<file path="config.mk">
export PLATFORM = sky130hd
export DESIGN_NAME = magnetometer_minmax_calibrator
export DESIGN_NICKNAME = d
export VERILOG_FILES = /design/src/design/mmc_pkg.sv /design/src/design/mmc_divider.sv /design/src/design/mmc_datapath.sv /design/src/design/mmc_ctrl.sv /design/src/design/magnetometer_minmax_calibrator.sv
export SDC_FILE = /design/constraint.sdc
export NUM_CORES = 2
export LEC_CHECK = 0
export BUFFER_PORTS_ARGS = -buffer_cell sky130_fd_sc_hd__buf_4
export CORE_AREA = 5 5 283 355
export CTS_CLUSTER_DIAMETER = 100
export DETAILED_ROUTE_END_ITERATION = 12
export DIE_AREA = 0 0 288 360
export HOLD_SLACK_MARGIN = 0.08
export PLACE_DENSITY = 0.61
export SLEW_MARGIN = 20
export SYNTH_ARGS = -nofsm -noshare
export SYNTH_HDL_FRONTEND = slang
export SYNTH_SLANG_ARGS = --single-unit
</file>
<file path="constraint.sdc">
create_clock -name clk_i -period 6.2 [get_ports clk_i]
set_clock_uncertainty 0.05 [all_clocks]
set_input_delay 1.86 -clock clk_i [delete_from_list [all_inputs] [get_ports clk_i]]
set_output_delay 1.86 -clock clk_i [all_outputs]
set_load 0.02 [all_outputs]
</file>
<file path="src/design/mmc_pkg.sv">
// ----------------------------------------------------------------------------
// Magnetometer calibrator package
// Shared types, codes and constants of the min/max calibrator.
// ----------------------------------------------------------------------------
`default_nettype none
package mmc_pkg;

  localparam int unsigned SampleWidthDefault = 16;
  localparam int unsigned DivWidth = 48;

  typedef enum logic [2:0] {
    OP_SAMPLE = 3'd0,
    OP_TICK   = 3'd1,
    OP_START  = 3'd2,
    OP_STOP   = 3'd3,
    OP_FINISH = 3'd4
  } op_e;

  typedef enum logic [1:0] {
    MODE_IDLE = 2'd0,
    MODE_RUN  = 2'd1,
    MODE_DONE = 2'd2
  } mode_e;

  typedef enum logic [2:0] {
    ST_IGNORED  = 3'd0,
    ST_PROGRESS = 3'd1,
    ST_BUILT    = 3'd2,
    ST_MOTION   = 3'd3,
    ST_NOTRUN   = 3'd4
  } status_e;

  typedef enum logic [1:0] {
    CFG_MIN_SAMPLES = 2'd0,
    CFG_MIN_SPAN    = 2'd1,
    CFG_COV_TARGET  = 2'd2,
    CFG_AUTO_FINISH = 2'd3
  } cfg_e;

  typedef enum logic [3:0] {
    C_IDLE,
    C_DECODE,
    C_PROG_A,
    C_PROG_AW,
    C_PROG_B,
    C_PROG_BW,
    C_CHECK,
    C_SCALE,
    C_SCALE_W,
    C_COMMIT,
    C_OUT
  } ctrl_e;

  typedef enum logic [2:0] {
    DV_NONE,
    DV_COV,
    DV_CNT,
    DV_SCALE
  } dsel_e;

  typedef struct packed {
    logic        load_item;
    logic        do_sample;
    logic        do_start;
    logic        do_stop;
    logic        arm_timer;
    logic        div_start;
    dsel_e       div_sel;
    logic [1:0]  axis;
    logic        take_a;
    logic        set_prog;
    logic        store_scale;
    logic        commit;
    logic        set_status;
    status_e     status;
    logic        out_load;
  } mmc_cmd_t;

  typedef struct packed {
    op_e         op;
    logic        avail;
    mode_e       mode;
    logic        armed;
    logic        timed_out;
    logic        can_build;
    logic        div_done;
  } mmc_sts_t;

endpackage
`default_nettype wire

</file>
<file path="src/design/mmc_divider.sv">
// ----------------------------------------------------------------------------
// Magnetometer calibrator divider
// Restoring radix-2 unsigned divider, one quotient bit per cycle.
// ----------------------------------------------------------------------------
`default_nettype none
module mmc_divider (
  input  wire logic                        clk_i,
  input  wire logic                        rst_ni,
  input  wire logic                        start_i,
  input  wire logic [mmc_pkg::DivWidth-1:0] num_i,
  input  wire logic [mmc_pkg::DivWidth-1:0] den_i,
  output logic                             done_o,
  output logic [mmc_pkg::DivWidth-1:0]     quo_o
);
  import mmc_pkg::*;

  localparam int unsigned CntW = $clog2(DivWidth + 1);

  logic [DivWidth-1:0] rem_q, rem_d, quo_q, quo_d, den_q;
  logic [CntW-1:0]     cnt_q, cnt_d;
  logic                busy_q, busy_d, done_q, done_d;
  logic [DivWidth:0]   trial;

  always_comb begin
    rem_d  = rem_q;
    quo_d  = quo_q;
    cnt_d  = cnt_q;
    busy_d = busy_q;
    done_d = 1'b0;
    trial  = {rem_q, quo_q[DivWidth-1]} - {1'b0, den_q};
    if (start_i) begin
      rem_d  = '0;
      quo_d  = num_i;
      cnt_d  = CntW'(DivWidth);
      busy_d = 1'b1;
    end else if (busy_q) begin
      if (!trial[DivWidth]) begin
        rem_d = trial[DivWidth-1:0];
        quo_d = {quo_q[DivWidth-2:0], 1'b1};
      end else begin
        rem_d = {rem_q[DivWidth-2:0], quo_q[DivWidth-1]};
        quo_d = {quo_q[DivWidth-2:0], 1'b0};
      end
      cnt_d = cnt_q - 1'b1;
      if (cnt_q == CntW'(1)) begin
        busy_d = 1'b0;
        done_d = 1'b1;
      end
    end
  end

  always_ff @(posedge clk_i or negedge rst_ni) begin
    if (!rst_ni) begin
      busy_q <= 1'b0;
      done_q <= 1'b0;
      cnt_q  <= '0;
    end else begin
      busy_q <= busy_d;
      done_q <= done_d;
      cnt_q  <= cnt_d;
    end
  end

  always_ff @(posedge clk_i) begin
    rem_q <= rem_d;
    quo_q <= quo_d;
    if (start_i) begin
      den_q <= den_i;
    end
  end

  assign done_o = done_q;
  assign quo_o  = quo_q;
endmodule
`default_nettype wire

</file>
<file path="src/design/mmc_datapath.sv">
// ----------------------------------------------------------------------------
// Magnetometer calibrator datapath
// Capture registers, bounds, configuration and calibration result storage.
// ----------------------------------------------------------------------------
`default_nettype none
module mmc_datapath #(
  parameter int unsigned SampleWidth = mmc_pkg::SampleWidthDefault
) (
  input  wire logic                 clk_i,
  input  wire logic                 rst_ni,
  input  wire mmc_pkg::mmc_cmd_t    cmd_i,
  output mmc_pkg::mmc_sts_t         sts_o,
  input  wire logic                 cfg_we_i,
  input  wire logic [1:0]           cfg_idx_i,
  input  wire logic [31:0]          cfg_data_i,
  input  wire logic [2:0]           op_i,
  input  wire logic [15:0]          mag_x_i,
  input  wire logic [15:0]          mag_y_i,
  input  wire logic [15:0]          mag_z_i,
  input  wire logic                 avail_i,
  input  wire logic [31:0]          now_i,
  output logic [1:0]                run_state_o,
  output logic [2:0]                status_o,
  output logic [8:0]                progress_o,
  output logic                      cal_valid_o,
  output logic [16:0]               offset_x_o,
  output logic [16:0]               offset_y_o,
  output logic [16:0]               offset_z_o,
  output logic [15:0]               scale_x_o,
  output logic [15:0]               scale_y_o,
  output logic [15:0]               scale_z_o
);
  import mmc_pkg::*;

  localparam int unsigned SpanW = SampleWidth + 1;

  logic [15:0] min_samples_q, min_span_q, cov_q;
  logic [31:0] auto_q;
  logic [2:0]  op_q;
  logic        avail_q;
  logic [31:0] now_q;
  logic signed [SampleWidth-1:0] smp_q [3];
  logic signed [SampleWidth-1:0] lo_q [3];
  logic signed [SampleWidth-1:0] hi_q [3];
  logic [SpanW-1:0] span [3];
  logic [SpanW-1:0] least;
  logic [SpanW+1:0] sum;
  mode_e       mode_q;
  logic        seen_q, armed_q, valid_q;
  logic [15:0] cnt_q;
  logic [31:0] start_q;
  logic [8:0]  prog_q, ratio_a_q, ratio;
  logic [16:0] off_q [3];
  logic [15:0] scl_q [3];
  status_e     status_q;
  logic [DivWidth-1:0] num, den, quo;
  logic        div_done;
  logic [15:0] smp_in [3];
  logic [31:0] elapsed;

  assign smp_in[0] = mag_x_i;
  assign smp_in[1] = mag_y_i;
  assign smp_in[2] = mag_z_i;

  mmc_divider u_div (
    .clk_i  (clk_i),
    .rst_ni (rst_ni),
    .start_i(cmd_i.div_start),
    .num_i  (num),
    .den_i  (den),
    .done_o (div_done),
    .quo_o  (quo)
  );

  always_comb begin
    for (int i = 0; i < 3; i++) begin
      span[i] = SpanW'({hi_q[i][SampleWidth-1], hi_q[i]} - {lo_q[i][SampleWidth-1], lo_q[i]});
    end
    least = span[0];
    if (span[1] < least) least = span[1];
    if (span[2] < least) least = span[2];
    sum = (SpanW+2)'(span[0]) + (SpanW+2)'(span[1]) + (SpanW+2)'(span[2]);
  end

  always_comb begin
    num = '0;
    den = '0;
    unique case (cmd_i.div_sel)
      DV_COV: begin
        num = DivWidth'({least, 8'd0});
        den = DivWidth'(cov_q);
      end
      DV_CNT: begin
        num = DivWidth'({cnt_q, 8'd0});
        den = DivWidth'(min_samples_q);
      end
      DV_SCALE: begin
        num = DivWidth'({sum, 13'd0}) + DivWidth'(span[cmd_i.axis]) * DivWidth'(3);
        den = DivWidth'(span[cmd_i.axis]) * DivWidth'(6);
      end
      default: ;
    endcase
  end

  always_comb begin
    if ((cmd_i.div_sel == DV_COV && cov_q == '0) ||
        (cmd_i.div_sel == DV_CNT && min_samples_q == '0) ||
        quo > DivWidth'(256)) begin
      ratio = 9'd256;
    end else begin
      ratio = quo[8:0];
    end
  end

  assign elapsed = now_q - start_q;

  assign sts_o.op        = op_e'(op_q);
  assign sts_o.avail     = avail_q;
  assign sts_o.mode      = mode_q;
  assign sts_o.armed     = armed_q;
  assign sts_o.timed_out = elapsed >= auto_q;
  assign sts_o.can_build = seen_q && cnt_q >= min_samples_q &&
                           span[0] >= SpanW'(min_span_q) &&
                           span[1] >= SpanW'(min_span_q) &&
                           span[2] >= SpanW'(min_span_q);
  assign sts_o.div_done  = div_done;

  always_ff @(posedge clk_i or negedge rst_ni) begin
    if (!rst_ni) begin
      min_samples_q <= 16'd20;
      min_span_q    <= 16'd1;
      cov_q         <= 16'd5120;
      auto_q        <= 32'd20000;
      mode_q        <= MODE_IDLE;
      seen_q        <= 1'b0;
      armed_q       <= 1'b0;
      valid_q       <= 1'b0;
      cnt_q         <= '0;
      start_q       <= '0;
      prog_q        <= '0;
      status_q      <= ST_IGNORED;
      for (int i = 0; i < 3; i++) begin
        lo_q[i]  <= '0;
        hi_q[i]  <= '0;
        off_q[i] <= '0;
        scl_q[i] <= 16'd4096;
      end
    end else begin
      if (cfg_we_i) begin
        unique case (cfg_e'(cfg_idx_i))
          CFG_MIN_SAMPLES: min_samples_q <= cfg_data_i[15:0];
          CFG_MIN_SPAN:    min_span_q    <= cfg_data_i[15:0];
          CFG_COV_TARGET:  cov_q         <= cfg_data_i[15:0];
          CFG_AUTO_FINISH: auto_q        <= cfg_data_i;
          default: ;
        endcase
      end
      if (cmd_i.do_start) begin
        mode_q  <= MODE_RUN;
        seen_q  <= 1'b0;
        armed_q <= 1'b0;
        cnt_q   <= '0;
        start_q <= '0;
        prog_q  <= '0;
        for (int i = 0; i < 3; i++) begin
          lo_q[i] <= '0;
          hi_q[i] <= '0;
        end
      end
      if (cmd_i.do_stop) begin
        mode_q <= MODE_IDLE;
      end
      if (cmd_i.arm_timer) begin
        armed_q <= 1'b1;
        start_q <= now_q;
      end
      if (cmd_i.do_sample) begin
        for (int i = 0; i < 3; i++) begin
          if (!seen_q || smp_q[i] < lo_q[i]) lo_q[i] <= smp_q[i];
          if (!seen_q || smp_q[i] > hi_q[i]) hi_q[i] <= smp_q[i];
        end
        seen_q <= 1'b1;
        if (cnt_q != 16'hFFFF) cnt_q <= cnt_q + 1'b1;
      end
      if (cmd_i.set_prog) begin
        prog_q <= (ratio_a_q < ratio) ? ratio_a_q : ratio;
      end
      if (cmd_i.store_scale) begin
        if (span[cmd_i.axis] == '0) begin
          scl_q[cmd_i.axis] <= (sum == '0) ? 16'd4096 : 16'hFFFF;
        end else if (quo > DivWidth'(16'hFFFF)) begin
          scl_q[cmd_i.axis] <= 16'hFFFF;
        end else begin
          scl_q[cmd_i.axis] <= quo[15:0];
        end
      end
      if (cmd_i.commit) begin
        for (int i = 0; i < 3; i++) begin
          off_q[i] <= 17'({hi_q[i][SampleWidth-1], hi_q[i]} + {lo_q[i][SampleWidth-1], lo_q[i]});
        end
        valid_q <= 1'b1;
        prog_q  <= 9'd256;
        mode_q  <= MODE_DONE;
      end
      if (cmd_i.set_status) begin
        status_q <= cmd_i.status;
      end
    end
  end

  always_ff @(posedge clk_i) begin
    if (cmd_i.load_item) begin
      op_q    <= op_i;
      avail_q <= avail_i;
      now_q   <= now_i;
      for (int i = 0; i < 3; i++) begin
        smp_q[i] <= smp_in[i][SampleWidth-1:0];
      end
    end
    if (cmd_i.take_a) begin
      ratio_a_q <= ratio;
    end
    if (cmd_i.out_load) begin
      run_state_o <= mode_q;
      status_o    <= status_q;
      progress_o  <= prog_q;
      cal_valid_o <= valid_q;
      offset_x_o  <= off_q[0];
      offset_y_o  <= off_q[1];
      offset_z_o  <= off_q[2];
      scale_x_o   <= scl_q[0];
      scale_y_o   <= scl_q[1];
      scale_z_o   <= scl_q[2];
    end
  end
endmodule
`default_nettype wire

</file>
<file path="src/design/mmc_ctrl.sv">
// ----------------------------------------------------------------------------
// Magnetometer calibrator controller
// Sequences one event through decode, divisions, commit and output.
// ----------------------------------------------------------------------------
`default_nettype none
module mmc_ctrl (
  input  wire logic              clk_i,
  input  wire logic              rst_ni,
  input  wire logic              in_valid_i,
  output logic                   in_ready_o,
  output logic                   out_valid_o,
  input  wire logic              out_ready_i,
  input  wire mmc_pkg::mmc_sts_t sts_i,
  output mmc_pkg::mmc_cmd_t      cmd_o
);
  import mmc_pkg::*;

  ctrl_e      state_q, state_d;
  logic [1:0] axis_q, axis_d;
  logic       ovalid_q, ovalid_d;

  always_comb begin
    state_d  = state_q;
    axis_d   = axis_q;
    ovalid_d = ovalid_q;
    cmd_o    = '0;
    if (out_ready_i) ovalid_d = 1'b0;
    in_ready_o = (state_q == C_IDLE);
    cmd_o.axis = axis_q;
    unique case (state_q)
      C_IDLE: begin
        if (in_valid_i) begin
          cmd_o.load_item = 1'b1;
          state_d = C_DECODE;
        end
      end
      C_DECODE: begin
        cmd_o.set_status = 1'b1;
        cmd_o.status     = ST_IGNORED;
        state_d          = C_OUT;
        priority case (sts_i.op)
          OP_START: begin
            cmd_o.do_start = 1'b1;
            cmd_o.status   = ST_PROGRESS;
          end
          OP_STOP: cmd_o.do_stop = 1'b1;
          OP_SAMPLE: begin
            if (sts_i.mode != MODE_RUN) begin
              cmd_o.status = ST_NOTRUN;
            end else if (sts_i.avail) begin
              cmd_o.do_sample = 1'b1;
              cmd_o.status    = ST_PROGRESS;
              state_d         = C_PROG_A;
            end
          end
          OP_TICK: begin
            if (sts_i.mode != MODE_RUN) begin
              cmd_o.status = ST_NOTRUN;
            end else if (!sts_i.armed) begin
              cmd_o.arm_timer = 1'b1;
            end else if (sts_i.timed_out) begin
              state_d = C_CHECK;
            end
          end
          OP_FINISH: begin
            if (sts_i.mode != MODE_RUN) cmd_o.status = ST_NOTRUN;
            else state_d = C_CHECK;
          end
          default: ;
        endcase
      end
      C_PROG_A: begin
        cmd_o.div_start = 1'b1;
        cmd_o.div_sel   = DV_COV;
        state_d         = C_PROG_AW;
      end
      C_PROG_AW: begin
        cmd_o.div_sel = DV_COV;
        if (sts_i.div_done) begin
          cmd_o.take_a = 1'b1;
          state_d      = C_PROG_B;
        end
      end
      C_PROG_B: begin
        cmd_o.div_start = 1'b1;
        cmd_o.div_sel   = DV_CNT;
        state_d         = C_PROG_BW;
      end
      C_PROG_BW: begin
        cmd_o.div_sel = DV_CNT;
        if (sts_i.div_done) begin
          cmd_o.set_prog = 1'b1;
          state_d        = C_OUT;
        end
      end
      C_CHECK: begin
        cmd_o.set_status = 1'b1;
        if (sts_i.can_build) begin
          cmd_o.status = ST_BUILT;
          axis_d       = 2'd0;
          state_d      = C_SCALE;
        end else begin
          cmd_o.status = ST_MOTION;
          state_d      = C_OUT;
        end
      end
      C_SCALE: begin
        cmd_o.div_start = 1'b1;
        cmd_o.div_sel   = DV_SCALE;
        state_d         = C_SCALE_W;
      end
      C_SCALE_W: begin
        cmd_o.div_sel = DV_SCALE;
        if (sts_i.div_done) begin
          cmd_o.store_scale = 1'b1;
          if (axis_q == 2'd2) begin
            state_d = C_COMMIT;
          end else begin
            axis_d  = axis_q + 1'b1;
            state_d = C_SCALE;
          end
        end
      end
      C_COMMIT: begin
        cmd_o.commit = 1'b1;
        state_d      = C_OUT;
      end
      C_OUT: begin
        if (!ovalid_q || out_ready_i) begin
          cmd_o.out_load = 1'b1;
          ovalid_d       = 1'b1;
          state_d        = C_IDLE;
        end
      end
      default: state_d = C_IDLE;
    endcase
  end

  always_ff @(posedge clk_i or negedge rst_ni) begin
    if (!rst_ni) begin
      state_q  <= C_IDLE;
      axis_q   <= '0;
      ovalid_q <= 1'b0;
    end else begin
      state_q  <= state_d;
      axis_q   <= axis_d;
      ovalid_q <= ovalid_d;
    end
  end

  assign out_valid_o = ovalid_q;
endmodule
`default_nettype wire

</file>
<file path="src/design/magnetometer_minmax_calibrator.sv">
// ----------------------------------------------------------------------------
// Magnetometer min/max calibrator
// Tracks per-axis bounds of magnetometer samples and builds hard- and
// soft-iron calibration values on request.
// ----------------------------------------------------------------------------
// Channel  Direction  Contents
// s_axis   in         event transaction: op in tuser, readings and time in tdata
// m_axis   out        result transaction: state, status, progress, calibration
// cfg      in         register index and write data
//
// A taken sample runs two 48-step divisions in the shared divider; a
// finish that builds a calibration runs three. One transaction is in
// work at a time; the result register frees the core while the result
// waits. Reset is asynchronous and active low.
`default_nettype none
module magnetometer_minmax_calibrator #(
  parameter int unsigned SampleWidth = mmc_pkg::SampleWidthDefault
) (
  input  wire logic         clk_i,
  input  wire logic         rst_ni,
  input  wire logic         s_axis_tvalid,
  output logic              s_axis_tready,
  // tdata: mag_x, mag_y, mag_z, sample_available, now_ms (bits 0..80), zero pad
  input  wire logic [87:0]  s_axis_tdata,
  // tuser: op
  input  wire logic [2:0]   s_axis_tuser,
  output logic              m_axis_tvalid,
  input  wire logic         m_axis_tready,
  // tdata: run_state, status, progress, cal_valid, offset_x, offset_y,
  // offset_z, scale_x, scale_y, scale_z (bits 0..113), zero pad
  output logic [119:0]      m_axis_tdata,
  input  wire logic         cfg_valid_i,
  output logic              cfg_ready_o,
  input  wire logic [1:0]   cfg_index_i,
  input  wire logic [31:0]  cfg_data_i
);
  import mmc_pkg::*;

  mmc_cmd_t    cmd;
  mmc_sts_t    sts;
  logic [1:0]  run_state;
  logic [2:0]  status;
  logic [8:0]  progress;
  logic        cal_valid;
  logic [16:0] off_x, off_y, off_z;
  logic [15:0] scl_x, scl_y, scl_z;

  assign cfg_ready_o = 1'b1;

  mmc_ctrl u_ctrl (
    .clk_i      (clk_i),
    .rst_ni     (rst_ni),
    .in_valid_i (s_axis_tvalid),
    .in_ready_o (s_axis_tready),
    .out_valid_o(m_axis_tvalid),
    .out_ready_i(m_axis_tready),
    .sts_i      (sts),
    .cmd_o      (cmd)
  );

  mmc_datapath #(.SampleWidth(SampleWidth)) u_dp (
    .clk_i       (clk_i),
    .rst_ni      (rst_ni),
    .cmd_i       (cmd),
    .sts_o       (sts),
    .cfg_we_i    (cfg_valid_i),
    .cfg_idx_i   (cfg_index_i),
    .cfg_data_i  (cfg_data_i),
    .op_i        (s_axis_tuser),
    .mag_x_i     (s_axis_tdata[15:0]),
    .mag_y_i     (s_axis_tdata[31:16]),
    .mag_z_i     (s_axis_tdata[47:32]),
    .avail_i     (s_axis_tdata[48]),
    .now_i       (s_axis_tdata[80:49]),
    .run_state_o (run_state),
    .status_o    (status),
    .progress_o  (progress),
    .cal_valid_o (cal_valid),
    .offset_x_o  (off_x),
    .offset_y_o  (off_y),
    .offset_z_o  (off_z),
    .scale_x_o   (scl_x),
    .scale_y_o   (scl_y),
    .scale_z_o   (scl_z)
  );

  assign m_axis_tdata = {6'd0, scl_z, scl_y, scl_x, off_z, off_y, off_x,
                         cal_valid, progress, status, run_state};
endmodule
`default_nettype wire
</file>
# Word-level counts from Yosys, hierarchy flattened
# Memories as Yosys holds them, arrays and structs flattened.
# Index checks and enable logic that the tools add are counted.
# W data, S select, Z words.
# classes
reduce_logical,42
order_cmp,18
multipliers,2
eq_ne,31
mux,102
n_addsub,14
bitwise_logic,2
# ops
operator,n
$mux W48,9
$mux W16,11
$pmux W48 S3,1
$bwmux W48,2
$mux W17,4
$mux W32,2
$pmux W20 S3,1
$mux W4,14
$add A16 B16 Y17,3
$ge A17 B16 Y1,3
$sub A16 B16 Y17,3
$sub A49 B48 Y49,1
$gt A16 B16 Y1,3
$gt A48 B16 Y1 const B,1
$gt A48 B9 Y1 const B,1
$lt A16 B16 Y1,3
$or A48 B48 Y48,1
$mux W9,5
$pmux W4 S11,1
$mul A17 B2 Y19 const B,2
$mux W1,35
$bmux W17 S2,1
$lt A17 B17 Y1,2
$add A32 B19 Y33,1
50 further kinds,101
# totals
output_inout_bits,123
n_memories,1
in_bits,130
word_cells,259
ff_bits,658
ram_bits,48
# memory_table
name,depth,word_bits,rd,rd_ports_with_merged_regs,write_ports,line,source
u_dp.smp_q,3,16,3,0,3,mmc_datapath.sv:42,logic signed [SampleWidth-1:0] smp_q [3];

# Longest topological paths before layout
# logic_depth
depth_word,12
ltp_mapped,33
mapped_depth_nobuf,29

# Modules after synthesis
# From an unflattened synthesis, not the netlist that was laid out.
# unflattened
hier_cells,4525
hier_area_um2,45874.0
# by_module_without_submodules
mod,seq_area_each_um2,instances,cells_per_inst,area_each_um2
mmc_datapath,14740.4,1,3539,36070.8
mmc_divider,4043.9,1,861,8861.0
mmc_ctrl,175.2,1,115,874.6
magnetometer_minmax_calibrator,0.0,1,10,67.6

# Worst setup path before layout
# No wires, ideal clock.
# synth_path
path_kind,in2reg
from,in m_axis_tready
to,"reg u_dp.cal_valid_o, enable pin"
n_path_buf,0
setup_slack_ns,-1.096
setup_ns,0.588
arrival_time_ns,6.658
path_stages,2
path_cell_list,nor2b_1 -> nor2_1
# synth_lines
element,line,source
start: declaration,magnetometer_minmax_calibrator.sv:28,"input wire logic m_axis_tready,"
end signal: assignment,mmc_datapath.sv:227,cal_valid_o <= valid_q;
end: declaration,mmc_datapath.sv:25,"output logic cal_valid_o,"

# Worst setup path after layout
# layout_path
from,reg u_dp.hi_q[33] (netlist name)
to,reg u_dp.scl_q[32] (netlist name)
# layout_via
elab_chain_len,7
word_cells_on_any_way,11
classes_between,add/sub: 3; mux: 6; reduce/logical: 2
# layout_lines
element,line,source
start: declaration,mmc_datapath.sv:44,logic signed [SampleWidth-1:0] hi_q [3];
start signal: indexed assignment,mmc_datapath.sv:144,hi_q[i] <= '0;
start signal: indexed assignment,mmc_datapath.sv:167,hi_q[i] <= '0;
$sub A16 B16 Y17 (*),mmc_datapath.sv:77,"span[i] = SpanW'({hi_q[i][SampleWidth-1], hi_q[i]} - {lo_q[i][SampleWidth-1], lo_q[i]});"
$add A17 B17 Y18,mmc_datapath.sv:82,sum = (SpanW+2)'(span[0]) + (SpanW+2)'(span[1]) + (SpanW+2)'(span[2]);
$add A19 B17 Y19,mmc_datapath.sv:82,
$logic_not A19 Y1,mmc_datapath.sv:190,scl_q[cmd_i.axis] <= (sum == '0) ? 16'd4096 : 16'hFFFF;
$mux W16,mmc_datapath.sv:190,
$bwmux W48,mmc_datapath.sv:190,
$mux W48 (*),mmc_datapath.sv:189,if (span[cmd_i.axis] == '0) begin
end signal: indexed assignment,mmc_datapath.sv:190,
end signal: indexed assignment,mmc_datapath.sv:194,scl_q[cmd_i.axis] <= quo[15:0];
end: declaration,mmc_datapath.sv:54,logic [15:0] scl_q [3];
# Mark *: on every way between the ends. The rest lies on a longest branch, timed or not. The select of a mux whose other input is x is not followed.
# A chain may end at the register's enable or synchronous reset.

==> key figures <==
Die
  – Floorplan core area: 0.0967 mm²
  – Starting Density: 0.446
  – Die X: roughly 290 µm
  – Die H: roughly 360 µm
  – Cell Rows: 128
  – Ports: roughly 250
  – Die ar.: between 0.1 and 0.15 mm²

Placement
  – IO Port Bufs: about 240
  – GPL Wtd Cong: ~0.95
  – Hpwl dp: between 90,000 and 100,000 µm

Synthesis
  – Syn Area/Cell: 10.1 µm²
  – Synth warnings: 0
  – Synthesized instance count: between 4,000 and 5,000
  – Synth Cell Area: about 0.043 mm²
  – Synth area leaders: dfrtp_1 (20%), edfxtp_1 (19%), ha_1 (13%), xnor2_1 (3.4%), o21ai_0 (3.2%)
  – EDFF count, synth: around 280
  – Asr flop ratio synth: 0.524
  – Synth Register Bits: slightly below 700
  – Main synth FF type: dfrtp_1
  – Synth top area share: 0.198
  – Area leader, netlist: dfrtp_1
  – Synth cell types: between 100 and 150
  – Post-synthesis sequential area ratio: 0.420

Finish
  – Nets: ~5,500
  – Fraction of layout cells with a size suffix above 1: 0.237
  – Register area: about 0.018 mm²
  – # fillers: 8,677
  – Multi-input gate area: about 0.024 mm²
  – Synth-to-layout area growth: 24.1%

Run
  – Max-cap check violation count: 0

Setup path
  – Most frequent CP cell: buf_6
  – Critical Path RT: between 6 and 7 ns
  – CP max FO: 6
  – Worst R2R Setup Slack: -0.09 ns
  – Crit path largest cell delay: between 0.4 and 0.5 ns
  – Setup CP Type: reg -> reg
  – CP endpoint kind: flip-flop
  – Worst endpoint data arrival time: between 6 and 7 ns
  – CP max-delay cell: or3_4
  – Worst setup SP type: flip-flop

Clock tree
  – Worst skew pair latency: about 0.7 ns
  – Clock Sinks: between 600 and 700
  – CTS buffer count: between 70 and 80
  – CTS tree: built
  – H-tree Lvls: 3
  – Post-CTS Hold Buffers: 0
  – Clock tree buffer depth: 3
  – CTS Root Cell: clkbuf_16
  – CTS clk-pin slew, worst paths: ~0.060 ns

STA
  – Final Hold Fails: 0
  – Unrepaired setup endpoints after global routing: yes
  – Final period util: 1.01
  – Final setup margin: -0.0906 ns
  – Final setup viols: 45
  – Setup_tns: -2.01 ns
  – Relative slew slack: 0.294
  – Min Tclk post-route: 6.29 ns
  – Slew Viols, Final: 0
  – Fmax: 0.159 GHz
  – Worst Tran Pin Value: about 1.1 ns

Routing
  – Drt first pass iters: 6
  – Remaining antenna violation count after routing: 0
  – Via count: approximately 34,000
  – Total wire length: 124,000 µm
  – Residual DRC count: 0
  – Drt via density: roughly 5.5
  – Initial DRC Count: ~1,900
  – Wirelength per Cell: about 20 µm

Min path
  – Worst Hold Class: reg -> reg

Global route
  – First-pass GRT wire length: roughly 190,000 µm
  – Initial antenna violation count: 1
  – Largest net degree at the start of global routing: ~110
  – Vias in the first global route: between 30,000 and 40,000
  – Final global-route overflow total: 0
  – Total GRT Usage: 0.234

Run status
  – Status: finished with violations
  – Failing checks: negative setup slack
## cell usage in the layout, fill, tap and decap left out, types with 26 or more instances in the layout
cell / netlist / layout
a211o_1: 28 / 26
a211oi_1: 29 / 26
a21o_1: 96 / 96
a21oi_1: 237 / 216
a22o_1: 51 / 51
and2_1: 39 / 38
buf_4: 9 / 667
clkbuf_16: 0 / 77
dfrtp_1: 342 / 341
dfxtp_1: 48 / 48
edfxtp_1: 275 / 275
ha_1: 460 / 443
inv_1: 372 / 365
mux2_2: 114 / 113
mux2i_1: 76 / 66
nand2_1: 335 / 333
nand2b_1: 41 / 37
nand3_1: 57 / 55
nand4_1: 38 / 38
nor2_1: 265 / 250
nor2b_1: 55 / 53
nor3_1: 74 / 72
nor4_1: 45 / 40
o21a_1: 46 / 46
o21ai_0: 280 / 265
o21bai_1: 34 / 33
o31ai_1: 65 / 26
o31ai_4: 0 / 30
xnor2_1: 165 / 151
xor2_1: 66 / 64
## cells by family (layout without fill, tap and decap cells)
kind of cell    count (synthesis)  count (layout)  share of synthesized area
compound gates               1102            1102                      0.171
simple gates                 1058            1058                      0.119
flops                         678             678                      0.420
buf+inv                       541            1209                     0.0493
fa+ha+maj                     486             486                      0.146
xor+xnor                      231             231                     0.0469
mux                           190             190                     0.0474
other cells                     2               9                   0.000174
## per-stage QoR
step,util,worst slack (ns),instance area (µm²),hold WS [ns],instances
CTS,0.544,0.00128,52700,0.385,6245
global route,0.553,-0.388,53500,0.396,6262
global placement,0.508,-0.386,49200,0.379,6081
finish,0.553,-0.0906,53500,0.390,6263
detailed placement,0.508,-0.464,49200,0.371,6081
floorplan,-,0.00951,43200,0.366,4293
## path summary, 6_finish.rpt
kind,from,end,cells after the start
min in group asynchronous,rst_ni,u_dp.hi_q[13],1
min,u_dp.valid_q,u_dp.cal_valid_o,0
max,u_dp.hi_q[33],u_dp.scl_q[32],30
min reg2reg,u_dp.valid_q,u_dp.cal_valid_o,0
max reg2reg,u_dp.hi_q[33],u_dp.scl_q[32],30
max in group asynchronous,rst_ni,u_dp.u_div.busy_q,2
## state kept, by name, indices dropped and copies added (netlist names), 17 cells and up
name / flops
u_dp.offset_x_o: 17
u_dp.lo_q: 48
u_dp.u_div.den_q: 20
u_dp.off_q: 51
u_dp.u_div.quo_o: 48
u_dp.scl_q: 48
u_dp.offset_y_o: 17
u_dp.smp_q: 48
u_dp.u_div.rem_q: 48
u_dp.now_q: 32
u_dp.auto_q: 32
u_dp.offset_z_o: 17
u_dp.start_q: 32
u_dp.hi_q: 48
## area by class of cell
class	count	area share
multi-input combinational	3074	0.453
sequential	678	0.338
clock inverter	47	0.0112
inverter	372	0.0261
antenna	2	0.0000935
tap	1300	0.0304
timing repair buffer	699	0.103
clock buffer	91	0.0369
## Yosys cell counts (all sizes together) (31+ instances only)
master / number
ha: 460
inv: 372
dfrtp: 342
nand2: 335
o21ai: 284
edfxtp: 275
nor2: 265
a21oi: 237
xnor2: 165
clkbuf: 135
mux2: 114
a21o: 97
mux2i: 76
nor3: 75
xor2: 66
o31ai: 65
nand3: 57
nor2b: 55
a22o: 51
dfxtp: 48
nor4: 48
o21a: 46
nand2b: 42
and2: 40
nand4: 40
o21bai: 34
buf: 32
a211oi: 31
## critical path, delay by kind of cell (launching register included)
kind / cells / cell delay, ns
AO/OA/AOI/OAI: 8 / 1.60
adder cells (fa/ha/maj): 3 / 0.94
XOR/XNOR: 3 / 0.44
AND/OR/NAND/NOR: 8 / 1.44
flip-flops: 1 / 0.39
buffers and inverters: 8 / 1.25
## per-layer routing
layer  up-vias  wire length, µm  GRT usage
met5         -                0          0
met3       221             5100     0.0344
met1     16600            51700      0.291
li1      16700                -          -
met2       709            61700      0.405
met4         0             5870      0.102
## what timing repair did
action                     CTS  global route
gates cloned                 4             2
resized for setup          117           135
pin swaps                   61            91
setup endpoints to repair   68            69
buffers inserted            24            19
Power is not shown: default switching activity piles up to over one toggle a cycle in this logic, so the estimate is an artifact.
